### src/rtl/seq_window_ack_tracker_defines.svh
// Assertion macros for the sequence window tracker.
// Included by the RTL files that carry concurrent checks; needs nothing else.
`ifndef SEQ_WINDOW_ACK_TRACKER_DEFINES_SVH
`define SEQ_WINDOW_ACK_TRACKER_DEFINES_SVH
`ifndef SYNTHESIS
`define SWAT_ASSERT(lbl, clk, rstn, prop) \
    lbl: assert property (@(posedge clk) disable iff (!rstn) prop) \
        else $error("swat assertion failed");
`define SWAT_ASSERT_RST(lbl, clk, prop) \
    lbl: assert property (@(posedge clk) prop) \
        else $error("swat reset assertion failed");
`else
`define SWAT_ASSERT(lbl, clk, rstn, prop)
`define SWAT_ASSERT_RST(lbl, clk, prop)
`endif
`endif

### src/rtl/swat_pkg.sv
// Shared types, codes and constants of the sequence window tracker.
// No dependencies; imported by every RTL module of the block.
package swat_pkg;

    localparam int SLOT_COUNT_DEF = 64;
    localparam int LIVE_SPAN      = 64;
    localparam int SPAN_W         = $clog2(LIVE_SPAN);
    localparam int SEQ_W          = 32;
    localparam int OUT_SLOT_W     = 6;
    localparam int CFG_IDX_W      = 2;
    localparam int CFG_DATA_W     = 16;
    localparam int DELAY_W        = 16;
    localparam int GAP_W          = 6;
    localparam int QLIM_W         = 7;

    localparam logic [DELAY_W-1:0] DELAY_RST = 16'd100;
    localparam logic [GAP_W-1:0]   GAP_RST   = 6'd63;
    localparam logic [QLIM_W-1:0]  QLIM_RST  = 7'd64;

    localparam logic [CFG_IDX_W-1:0] CFG_RETX_DELAY  = 2'd0;
    localparam logic [CFG_IDX_W-1:0] CFG_MAX_GAP     = 2'd1;
    localparam logic [CFG_IDX_W-1:0] CFG_QUEUE_LIMIT = 2'd2;

    localparam logic [2:0] REQ_ISSUE   = 3'd0;
    localparam logic [2:0] REQ_REQ_ACK = 3'd1;
    localparam logic [2:0] REQ_CMD_ACK = 3'd2;
    localparam logic [2:0] REQ_FINISH  = 3'd3;
    localparam logic [2:0] REQ_TICK    = 3'd4;
    localparam logic [2:0] REQ_RELEASE = 3'd5;

    localparam logic [3:0] K_SEND         = 4'd0;
    localparam logic [3:0] K_WINDOW_FULL  = 4'd1;
    localparam logic [3:0] K_QUEUE_FULL   = 4'd2;
    localparam logic [3:0] K_REQ_ACKED    = 4'd3;
    localparam logic [3:0] K_CMD_ACKED    = 4'd4;
    localparam logic [3:0] K_CMD_FINISHED = 4'd5;
    localparam logic [3:0] K_FINISH_ACK   = 4'd6;
    localparam logic [3:0] K_RETRANSMIT   = 4'd7;
    localparam logic [3:0] K_UNEXPECTED   = 4'd8;
    localparam logic [3:0] K_DUPLICATE    = 4'd9;
    localparam logic [3:0] K_LATE_ACK     = 4'd10;
    localparam logic [3:0] K_RELEASED     = 4'd11;

    localparam logic [1:0] AS_NOT_ACKED = 2'd0;
    localparam logic [1:0] AS_ACKED     = 2'd1;
    localparam logic [1:0] AS_FINISHED  = 2'd2;

    typedef struct packed {
        logic [2:0]       req_type;
        logic             is_command;
        logic             silent_remove;
        logic [7:0]       msg_type;
        logic [SEQ_W-1:0] seq_in;
        logic [SEQ_W-1:0] finish_seq;
        logic [31:0]      ack_data;
    } in_item_t;

    typedef struct packed {
        logic [3:0]            out_kind;
        logic [SEQ_W-1:0]      out_seq;
        logic [OUT_SLOT_W-1:0] out_slot;
        logic                  out_is_command;
        logic [7:0]            out_msg_type;
        logic [31:0]           out_data;
        logic                  out_last;
    } out_item_t;

    typedef enum logic [2:0] {
        RS_QFULL,
        RS_WFULL,
        RS_SEND,
        RS_FINACK,
        RS_LOOK
    } res_sel_t;

    typedef struct packed {
        logic     load;
        logic     scan_start;
        logic     scan_rd;
        logic     issue_commit;
        logic     look_update;
        logic     tick_inc;
        logic     rs_start;
        logic     rs_mode;
        logic     rs_adv;
        logic     hold_take;
        logic     hold_flush;
        logic     scan_time_set;
        logic     emit;
        logic     last;
        res_sel_t res_sel;
    } ctrl_cmd_t;

    typedef struct packed {
        logic [2:0] req_type;
        logic       is_command;
        logic       qfull;
        logic       scan_done;
        logic       issue_ok;
        logic       tick_due;
        logic       rx_match;
        logic       rs_last;
        logic       hold_v;
        logic       out_free;
    } ctrl_status_t;

endpackage

### src/rtl/swat_ctrl.sv
// Controller of the sequence window tracker: one-hot sequencer for issue,
// lookup and retransmit scan. Depends on swat_pkg.
module swat_ctrl
    import swat_pkg::*;
(
    input  logic         aclk,
    input  logic         aresetn,
    input  logic         s_valid,
    output logic         s_ready,
    input  ctrl_status_t status,
    output ctrl_cmd_t    cmd
);

    typedef enum logic [11:0] {
        ST_IDLE     = 12'b000000000001,
        ST_DISPATCH = 12'b000000000010,
        ST_ISCAN    = 12'b000000000100,
        ST_IDECIDE  = 12'b000000001000,
        ST_LK_POS   = 12'b000000010000,
        ST_LK_SLOT  = 12'b000000100000,
        ST_LK_EVAL  = 12'b000001000000,
        ST_TK_CHK   = 12'b000010000000,
        ST_RS_POS   = 12'b000100000000,
        ST_RS_SLOT  = 12'b001000000000,
        ST_RS_EVAL  = 12'b010000000000,
        ST_RS_END   = 12'b100000000000
    } state_t;

    state_t state_reg;
    state_t state_next;

    always_ff @(posedge aclk) begin
        if (!aresetn) begin
            state_reg <= ST_IDLE;
        end else begin
            state_reg <= state_next;
        end
    end

    always_comb begin
        cmd        = '0;
        cmd.res_sel = RS_LOOK;
        s_ready    = 1'b0;
        state_next = state_reg;
        case (state_reg)
            ST_IDLE: begin
                s_ready = 1'b1;
                if (s_valid) begin
                    cmd.load   = 1'b1;
                    state_next = ST_DISPATCH;
                end
            end
            ST_DISPATCH: begin
                case (status.req_type)
                    REQ_ISSUE: begin
                        if (status.is_command && status.qfull) begin
                            if (status.out_free) begin
                                cmd.emit    = 1'b1;
                                cmd.last    = 1'b1;
                                cmd.res_sel = RS_QFULL;
                                state_next  = ST_IDLE;
                            end
                        end else begin
                            cmd.scan_start = 1'b1;
                            state_next     = ST_ISCAN;
                        end
                    end
                    REQ_REQ_ACK, REQ_CMD_ACK, REQ_RELEASE: state_next = ST_LK_POS;
                    REQ_FINISH: begin
                        if (status.out_free) begin
                            cmd.emit    = 1'b1;
                            cmd.res_sel = RS_FINACK;
                            state_next  = ST_LK_POS;
                        end
                    end
                    REQ_TICK: begin
                        cmd.tick_inc = 1'b1;
                        state_next   = ST_TK_CHK;
                    end
                    default: state_next = ST_IDLE;
                endcase
            end
            ST_ISCAN: begin
                cmd.scan_rd = 1'b1;
                if (status.scan_done) begin
                    state_next = ST_IDECIDE;
                end
            end
            ST_IDECIDE: begin
                if (status.out_free) begin
                    cmd.emit         = 1'b1;
                    cmd.last         = 1'b1;
                    cmd.res_sel      = status.issue_ok ? RS_SEND : RS_WFULL;
                    cmd.issue_commit = status.issue_ok;
                    state_next       = ST_IDLE;
                end
            end
            ST_LK_POS:  state_next = ST_LK_SLOT;
            ST_LK_SLOT: state_next = ST_LK_EVAL;
            ST_LK_EVAL: begin
                if (status.out_free) begin
                    cmd.emit        = 1'b1;
                    cmd.last        = 1'b1;
                    cmd.look_update = 1'b1;
                    state_next      = ST_IDLE;
                end
            end
            ST_TK_CHK: begin
                if (status.tick_due) begin
                    cmd.rs_start = 1'b1;
                    state_next   = ST_RS_POS;
                end else begin
                    state_next = ST_IDLE;
                end
            end
            ST_RS_POS: begin
                cmd.rs_mode = 1'b1;
                state_next  = ST_RS_SLOT;
            end
            ST_RS_SLOT: begin
                cmd.rs_mode = 1'b1;
                state_next  = ST_RS_EVAL;
            end
            ST_RS_EVAL: begin
                cmd.rs_mode = 1'b1;
                // hold while a held resend cannot move out
                if (!(status.rx_match && status.hold_v && !status.out_free)) begin
                    cmd.hold_take = status.rx_match;
                    cmd.rs_adv    = 1'b1;
                    state_next    = status.rs_last ? ST_RS_END : ST_RS_POS;
                end
            end
            ST_RS_END: begin
                if (!status.hold_v || status.out_free) begin
                    cmd.hold_flush    = status.hold_v;
                    cmd.scan_time_set = 1'b1;
                    state_next        = ST_IDLE;
                end
            end
            default: state_next = ST_IDLE;
        endcase
    end

endmodule

### config.mk
export PLATFORM = sky130hd
export DESIGN_NAME = swat_ctrl
export DESIGN_NICKNAME = d
export VERILOG_FILES = /design/src/rtl/seq_window_ack_tracker_defines.svh /design/src/rtl/swat_pkg.sv /design/src/rtl/swat_ctrl.sv
export SDC_FILE = /design/constraint.sdc
export NUM_CORES = 1
export LEC_CHECK = 0
export ABC_AREA = 1
export ABC_CLOCK_PERIOD_IN_PS = 3300
export BUFFER_PORTS_ARGS = -buffer_cell sky130_fd_sc_hd__buf_2
export CAP_MARGIN = 20
export CORE_MARGIN = 2
export CORE_UTILIZATION = 54
export CTS_BUF_LIST = sky130_fd_sc_hd__clkbuf_16
export DETAILED_ROUTE_END_ITERATION = 10
export GPL_TIMING_DRIVEN = 0
export PLACE_DENSITY = 0.84
export SLEW_MARGIN = 25
export SYNTH_ARGS = -nofsm -noshare
export SYNTH_HDL_FRONTEND = slang
export SYNTH_SLANG_ARGS = --single-unit
### constraint.sdc
create_clock -name aclk -period 3.3 [get_ports aclk]
set_clock_uncertainty 0.2 [all_clocks]
set_input_delay 0.33 -clock aclk [delete_from_list [all_inputs] [get_ports aclk]]
set_output_delay 0.33 -clock aclk [all_outputs]
set_load 0.02 [all_outputs]
==> flow_summary.toml, run 1 <==
[status]
outcome = "finished clean"

[logic_synthesis]
ys_warn_count = 0
yosysTopAreaCell = "dfxtp_1"
yosysTopAreaCellShare_pct = 23.5
syn-num-nets = 180
netlist_area_um2 = 1020
ys_seq_elements = 12
yosys-top-cells-area = "dfxtp_1 24%, nand2_1 9.9%, nor2_1 9.9%"
ys_types = 24
syn_avg_cell_area_um2 = 6.19
seq_area_frac_synth_pct = 23.5
synthCells = 165

[route]
drt-vias-per-instance = 5.14
wl_met1_um = 1120
drt-wirelength-per-cell_um = 11.6
wirelength_um = 2620
routed.top_layer = "met4"
ant_nets = 0
num_vias = 1156
dr.pass1.iters = 4
drcViolationCount = 0
drtIter0Drc = 36
wl_met2_um = 1340
route.met3.wl_um = 111

[global_routing]
grt_pass1_vias = 996
grt_antenna_before_repair = 0
grt_start_max_net_pins = 11
grt_pass1_wl_um = 4020
grt_usage_pct = 25.6
gr-total-overflow = 0

[cts]
postCtsSetupBuffers = 0
cts.htree.levels = 1
hold_buffers = 0
numCtsBuffers = 3
clockRootBuffer = "clkbuf_16"
clkTransAtPathRegs_ns = 0.04
insertion_delay_ns = 0.24
cts.sinks = 12
clock_path_buffers = 2
cts_resized = 0
cts_tree = "done"

[pwr]
powerDensity_nw_per_um2 = 428
max-vdd-ir-drop_mv = 0.371
p_leak_nw = 0.725

[finish]
largest_reg_flops = 12
final_util_pct = 73.8
drive_gt1_share_pct = 33.0
area_delta_synth_final_pct = 26.1
insertedDiodeCount = 0
layout.nets = 217

[place]
routabilityCongestion = 0.889
port_buffers = 32
hpwl_um = 2070

[critical_path]
path_class = "reg2out"
critPathMaxFanout = 6
cp.arrival_ns = 1.75
path_cells = "inv_1, nand2_1, nor3_1, nand2_4, nand3_2, inv_1, o21ai_0, buf_2"
startpoint_type = "register"
worst_path_largest_cell_delay_ns = 0.38
cp-end-kind = "output pin"
worst_ep_required_time_ns = 2.77
crit_top_cell = "inv_1"
crit_slowest_cell = "nor3_1"

[job]
max_cap_viol_count = 0

[floorplan]
design.core.area_um2 = 1750
die_area_um2 = 2250
die_x_um = 47.5
die_h_um = 47.5
ioPinCount = 33
row_count = 15
initial_core_util_pct = 58.5

[timing]
setup-tns-final_ns = 0
slew_viol_final = 0
relSlewSlack_pct = 68.5
worst_slew_pin_slew_ns = 0.468
finalSetupViolations = 0
rsz0062_at_grt = "no"
fin_crit_sh_pct = 69.2
hold_viol = 0
max_freq_ghz = 0.438
fin_crit_ns = 2.28

[min_path]
hold_path.class = "in2reg"
[routing by layer]
layer | track usage (%) | vias up
li1 | - | 593
met1 | 31.7 | 523
met2 | 44.6 | 33
met3 | 3.77 | 7
met4 | 9.44 | 0
met5 | 0 | -
[final cells by class]
| cell class | count | area, µm² |
|---|---|---|
| multi-input cells | 122 | 664 |
| fillers | 146 | 458 |
| flip-flops and latches | 12 | 240 |
| repair buffers | 32 | 160 |
| inverters | 29 | 109 |
| clock buffers | 3 | 75.1 |
| well taps | 25 | 31.3 |
| plain buffers | 2 | 7.51 |
[through the flow]
| step | std cells | hold WS [ns] | power, W | worst slack (ns) | area, µm² |
|---|---|---|---|---|---|
| after global routing | 225 | 0.0985 | 0.000579 | 0.863 | 1290 |
| final | 225 | 0.0905 | 0.000552 | 1.02 | 1290 |
| after global placement | 222 | 0.319 | 0.000326 | 1.38 | 1210 |
| after detailed placement | 222 | 0.329 | 0.000331 | 1.35 | 1210 |
| after floorplan | 165 | 0.214 | 0.000287 | 1.31 | 1020 |
| after CTS | 225 | 0.0926 | 0.000550 | 1.05 | 1290 |
[cells in the mapped netlist]
library cell and number:
nor3b_1 1, o21ai_1 1, nor2_4 4, nand2_2 6, nand2_1 27, nor2_2 6, clkbuf_1 2, nor2_8 1
o22ai_1 2, a31o_2 1, dfxtp_1 12, nand3_2 2, and2_4 1, o21ai_0 3, a21oi_1 9, nor3_1 7
inv_2 4, nand4_1 2, inv_1 25, nor2_1 27, o31ai_1 1, nand3_1 14, nor4_1 1, nand2_4 6
[final timing paths]
kind,slack [ns],from,endpoint,cells after the start
max,1.02,state_reg[0]$_SDFFE_PN1P_,cmd[4],8
max reg2reg,1.50,state_reg[0]$_SDFFE_PN1P_,state_reg[3]$_SDFFE_PN0P_,11
min,0.09,aresetn,state_reg[0]$_SDFFE_PN1P_,2
min reg2reg,0.33,state_reg[6]$_SDFFE_PN0P_,state_reg[6]$_SDFFE_PN0P_,2
[cells by family after synthesis]
| kind of cell | Yosys count | synth area share (%) |
|---|---|---|
| simple gates | 105 | 55.9 |
| compound gates | 17 | 9.19 |
| flops | 12 | 23.5 |
| buf+inv | 31 | 11.4 |
[cells in the final DEF, fill, tap and decap left out, drive strengths merged]
| cell | synthesis | layout |
|---|---|---|
| nor3 | 7 | 7 |
| inv | 29 | 29 |
| o31ai | 1 | 1 |
| nor3b | 1 | 1 |
| nand2 | 39 | 39 |
| nor4 | 1 | 1 |
| o21ai | 4 | 4 |
| clkbuf | 2 | 5 |
| nand4 | 2 | 2 |
| nor2 | 38 | 38 |
| o22ai | 2 | 2 |
| a21oi | 9 | 9 |
| buf | 0 | 32 |
| nand3 | 16 | 16 |
| a31o | 1 | 1 |
| and2 | 1 | 1 |
| dfxtp | 12 | 12 |
[power by group]
part,switching (W),internal (W),total (W)
Clock,0.0000628,0.000158,0.000221
Combinational,0.000116,0.0000548,0.000170
Sequential,0.00000766,0.000153,0.000161
[worst max-delay path: cells and delay by family, from the launching register on]
kind | cells | cell delay (ns)
buf+inv | 3 | 0.32
flops | 1 | 0.32
compound gates | 1 | 0.12
simple gates | 4 | 0.74
Power figures use the tool's default switching activity.
==> run 2: changes to the inputs <==
- ABC_CLOCK_PERIOD_IN_PS: 3300 -> 2200
- CORE_UTILIZATION: 54 -> 50
- PLACE_DENSITY: 0.84 -> 0.79
- clock period: 3.3 -> 2.2 ns (I/O delays scaled with it)
==> flow_summary.toml, run 2 (synthesis gave the netlist of run 1 again) <==
[timing]
finalSetupViolations = 0
rsz0062_at_grt = "no"
slew_viol_final = 0
worst_slew_pin_slew_ns = 0.472
fin_crit_sh_pct = 93.4
fin_crit_ns = 2.06
setup-tns-final_ns = 0
relSlewSlack_pct = 68.5
max_freq_ghz = 0.487
hold_ws_ns = 0.0713
hold_viol = 0

[floorplan]
design.core.area_um2 = 1940
die_x_um = 49.2
die_area_um2 = 2420
initial_core_util_pct = 52.6
ioPinCount = 33
die_h_um = 49.2
row_count = 16

[global_routing]
busiest_layer = "met2"
grt_antenna_before_repair = 0
grt_start_max_net_pins = 11
met2_usage_pct = 43.9
grt_util_met1_pct = 27.5
gr-total-overflow = 0
grt_use_met3_pct = 2.76
grt_usage_pct = 23.6
grt_pass1_wl_um = 4440
grt_pass1_vias = 1083

[place]
port_buffers = 32
routabilityCongestion = 0.903
dp_cells = 224
placed_cell_area_um2 = 1210
hpwl_um = 2050

[cts]
clockRootBuffer = "clkbuf_16"
insertion_delay_ns = 0.24
cts.sinks = 12
clock_path_buffers = 2
cts.htree.levels = 1
clkTransAtPathRegs_ns = 0.04
numCtsBuffers = 3
cts_tree = "done"

[finish]
final_common_cell = "buf_2"
final_cell_mix = "32 x buf_2, 27 x nand2_1, 27 x nor2_1, 25 x inv_1, 14 x nand3_1"
area_delta_synth_final_pct = 30.3
layout.nets = 220
insertedDiodeCount = 0
fin_cells = 230
largest_reg_flops = 12
finish.instance_area_um2 = 1330
nFillCells = 193
drive_gt1_share_pct = 34.0

[route]
drt-wirelength-per-cell_um = 11.3
ant_nets = 0
dr.pass1.iters = 4
wirelength_um = 2600
drtIter0Drc = 29
num_vias = 1139
drcViolationCount = 0
drt-vias-per-instance = 4.95

[critical_path]
startpoint_type = "register"
path_cells = "nor2_2, nand2_4, nor2_8, buf_4, nand2_4, inv_2, nand2_1, o31ai_1, buf_2"
worst_ep_required_time_ns = 1.78
crit_top_cell = "nand2_4"
critPathMaxFanout = 5
worst_path_largest_cell_delay_ns = 0.33
cp.arrival_ns = 1.64
path_class = "reg2out"
cp-end-kind = "output pin"
crit_slowest_cell = "dfxtp_1"

[job]
max_cap_viol_count = 0

[pwr]
max-vdd-ir-drop_mv = 0.469
powerDensity_nw_per_um2 = 631
p_leak_nw = 0.742

[status]
outcome = "finished clean"

[min_path]
hold_path.class = "in2reg"
## run 2: through the flow
stage                     setup slack, ns  util, %  total power (W)
after floorplan                     0.324        -         0.000431
after global placement              0.396     62.6         0.000491
after detailed placement            0.352     62.6         0.000500
after CTS                          0.0817     66.9         0.000833
after global routing              0.00964     68.5         0.000878
final                               0.145     68.5         0.000839
## run 2: power by group
part	total, W	internal, W	switching, W
sequential	0.000241	0.000229	0.0000118
clock	0.000331	0.000237	0.0000944
combinational	0.000267	0.0000851	0.000182
total	0.000839	0.000551	0.000288
## run 2: path summary, 6_finish.rpt
path / start / end / slack (ns) / depth (start not counted)
max: state_reg[4]$_SDFFE_PN0P_ / cmd[0] / 0.14 / 9
min: status[2] / state_reg[8]$_SDFFE_PN0P_ / 0.07 / 4
max reg2reg: state_reg[4]$_SDFFE_PN0P_ / state_reg[3]$_SDFFE_PN0P_ / 0.41 / 13
min reg2reg: state_reg[6]$_SDFFE_PN0P_ / state_reg[6]$_SDFFE_PN0P_ / 0.34 / 2
## run 2: area by class of cell
type / count / area, µm² / share of cell area [%]
timing repair buffer: 35 / 185 / 13.9
tap: 27 / 33.8 / 2.54
buffer: 2 / 7.51 / 0.564
clock buffer: 3 / 75.1 / 5.64
sequential: 12 / 240 / 18.1
inverter: 29 / 109 / 8.18
multi-input combinational: 122 / 679 / 51.1
## run 2: routing by layer
layer  wire length (µm)  up-vias
met4                 33        0
met1               1110      503
li1                   -      602
met5                  0        -
met2               1340       30
met3                113        4
## run 2: repair_timing
action,in CTS,in global routing
endpoints found under the setup margin,0,1
gates resized for setup,0,3
setup buffers,0,2
hold buffers,1,0
hold endpoints to repair,1,0
## run 2: worst max-delay path: cells and delay by family (launching register included)
| kind | cells | cell delay, ns |
|---|---|---|
| AND/OR/NAND/NOR | 5 | 0.55 |
| buffers and inverters | 3 | 0.43 |
| flip-flops | 1 | 0.33 |
| AO/OA/AOI/OAI | 1 | 0.08 |
==> run 3: changes to the inputs <==
- ABC_AREA: 1 -> default
==> flow_summary.toml, run 3 <==
[timing]
rsz0062_at_grt = "yes"
relSlewSlack_pct = 63.0
worst_slew_pin_slew_ns = 0.554
fin_crit_ns = 2.44
slew_viol_final = 0
max_freq_ghz = 0.411
hold_ws_ns = 0.0597
fin_ws_ns = -0.236
fin_crit_sh_pct = 111
hold_viol = 0
finalSetupViolations = 16

[critical_path]
reg2reg_slack_ns = -0.24
r2r-start = "state_reg[5]$_SDFFE_PN0P_"
cp-end-kind = "register"
startpoint_type = "register"
critPathMaxFanout = 5
crit_start = "state_reg[5]$_SDFFE_PN0P_"
worstRegToRegCells = 5
worst_ep_required_time_ns = 2.17
path_class = "reg2reg"
cp.arrival_ns = 2.41
r2r-end = "state_reg[3]$_SDFFE_PN0P_"

[pwr]
p_leak_nw = 0.761
seq_power_share_pct = 22.6
clkPwrFrac_pct = 31.6
powerDensity_nw_per_um2 = 611
max-vdd-ir-drop_mv = 0.601
p_sw_w = 0.000363
intPower_w = 0.000695
swShare_pct = 34.3
combPwrFrac_pct = 45.8

[route]
drt-wirelength-per-cell_um = 21.8
wl_met1_um = 1660
dr.pass1.iters = 4
ant_nets = 0
drtIter0Drc = 117
drcViolationCount = 0
route.met3.wl_um = 573
num_vias = 1457
wl_met2_um = 2020
drt-vias-per-instance = 6.75
routed.top_layer = "met4"
wirelength_um = 4710

[finish]
layout.nets = 206
nFillCells = 98
drive_gt1_share_pct = 54.5
insertedDiodeCount = 0
largest_reg_flops = 12
final_common_cell = "buf_4"
final_cell_mix = "34 x buf_4, 20 x buf_2, 14 x nor2_1, 9 x nand2_1"
area_delta_synth_final_pct = 68.2

[global_routing]
grt_usage_pct = 32.3
gr-total-overflow = 0
grt_start_max_net_pins = 11
grt_pass1_wl_um = 6040
grt_pass1_vias = 1255
grt_antenna_before_repair = 0

[floorplan]
design.core.area_um2 = 1960
row_count = 16
die_x_um = 49.4
ioPinCount = 33
die_h_um = 49.4
die_area_um2 = 2440
initial_core_util_pct = 52.5

[cts]
hold_buffers = 0
clkTransAtPathRegs_ns = 0.04
numCtsBuffers = 3
cts.sinks = 12
clockRootBuffer = "clkbuf_16"
cts_tree = "done"
cts.htree.levels = 1
clock_path_buffers = 2
insertion_delay_ns = 0.24

[status]
violations = "setup timing"
outcome = "finished with violations"

[min_path]
min_path_cells = 2
min_to = "state_reg[0]$_SDFFE_PN1P_"
min-delay-start = "aresetn"
hold_path.class = "in2reg"

[logic_synthesis]
netlist_area_um2 = 1030
synthArstFlopShare_pct = 0
yosysTopAreaCellShare_pct = 23.3
synth_most_common_cell = "nor2_1"
ys_types = 48
yosys-top-cells-area = "dfxtp_1 23%, nor2_1 5.5%, nor4b_1 5.1%"
syn-num-nets = 147
ys.flop_type = "dfxtp_1"
synth_edf_count = 0
ys_warn_count = 0
ys_seq_elements = 12
synthCells = 132
yosysTopAreaCell = "dfxtp_1"
syn_avg_cell_area_um2 = 7.80
yosys-top-cells-count = "15 x nor2_1, 12 x dfxtp_1, 10 x nand2_1"
seq_area_frac_synth_pct = 23.3

[place]
port_buffers = 32
dp_worst_setup_slack_ns = -0.290
hpwl_um = 2150
routabilityCongestion = 0.887

[job]
max_cap_viol_count = 0
==> run 3: cell types whose count changed after synthesis, sizes merged, moves of 3 or more <==
| cell | delta |
|---|---|
| buf | +4 |
| inv | -24 |
| nand2 | -29 |
| xor2 | +3 |
| and3b | +3 |
| nor2 | -23 |
| or4 | +3 |
| and2 | +4 |
| nor4b | +6 |
| nand3 | -10 |
==> run 3: worst max-delay path by stage <==
stage	to	slack, ns	cells past startpoint
6_report	state_reg[3]$_SDFFE_PN0P_	-0.24	5
5_1_grt	state_reg[4]$_SDFFE_PN0P_	-0.33	5
4_1_cts	state_reg[0]$_SDFFE_PN1P_	-0.08	6
3_5_place_dp	cmd[15]	-0.29	5
3_3_place_gp	cmd[15]	-0.24	5
2_1_floorplan	state_reg[7]$_SDFFE_PN0P_	-0.22	5
==> run 3: cells by family after synthesis <==
logic type	Yosys count	share of synthesized area [%]
muxes	2	2.07
DFF	12	23.3
and+or+nand+nor	75	44.8
xor gates and xnor gates	4	3.40
AOI/OAI and AO/OA	27	20.0
buffers and inverters	12	6.32
==> run 3: layout make-up <==
class	count	area, µm²	share of cell area, %
clock buffer	3	75.1	4.34
multi-input combinational	108	898	51.9
tap	27	33.8	1.95
inverter	5	18.8	1.08
timing repair buffer	58	409	23.6
sequential	12	260	15.0
buffer	3	36.3	2.10
==> run 3: power by group through the flow <==
stage	Clock (W)	Combinational, W	Sequential (W)
floorplan	0	0.000241	0.000241
global placement	0	0.000310	0.000241
detailed placement	0	0.000318	0.000242
CTS	0.000332	0.000376	0.000239
global route	0.000345	0.000507	0.000240
finish	0.000334	0.000484	0.000239
==> run 3: layer usage <==
layer / global-route usage, % / vias up
met5: 0 / -
met4: 18.1 / 0
met3: 5.52 / 54
met2: 55.9 / 146
met1: 37.3 / 647
li1: - / 610
==> run 3: critical path, stage by stage (launching register included) <==
cell and delay, ns:
dfxtp_4 0.36, or4_4 0.56, nor3_4 0.27, a32oi_2 0.14, a2111oi_4 0.57, a21boi_2 0.26
==> run 3: metrics by stage <==
step | util (%) | TNS, ns | cell area [µm²] | power (W) | instances
2_1_floorplan | - | -0.757 | 1040 | 0.000481 | 132
3_3_place_gp | 62.9 | -1.44 | 1230 | 0.000551 | 191
6_report | 88.3 | -1.96 | 1730 | 0.00106 | 216
3_5_place_dp | 62.9 | -1.70 | 1230 | 0.000560 | 191
4_1_cts | 77.5 | -0.485 | 1520 | 0.000947 | 204
5_1_grt | 88.3 | -3.18 | 1730 | 0.00109 | 216
==> run 3: timing repair <==
item                       in CTS  in global routing
gates resized for setup        25                 38
setup endpoints to repair      25                 22
buffers inserted               13                 13
pin swaps                       5                 16
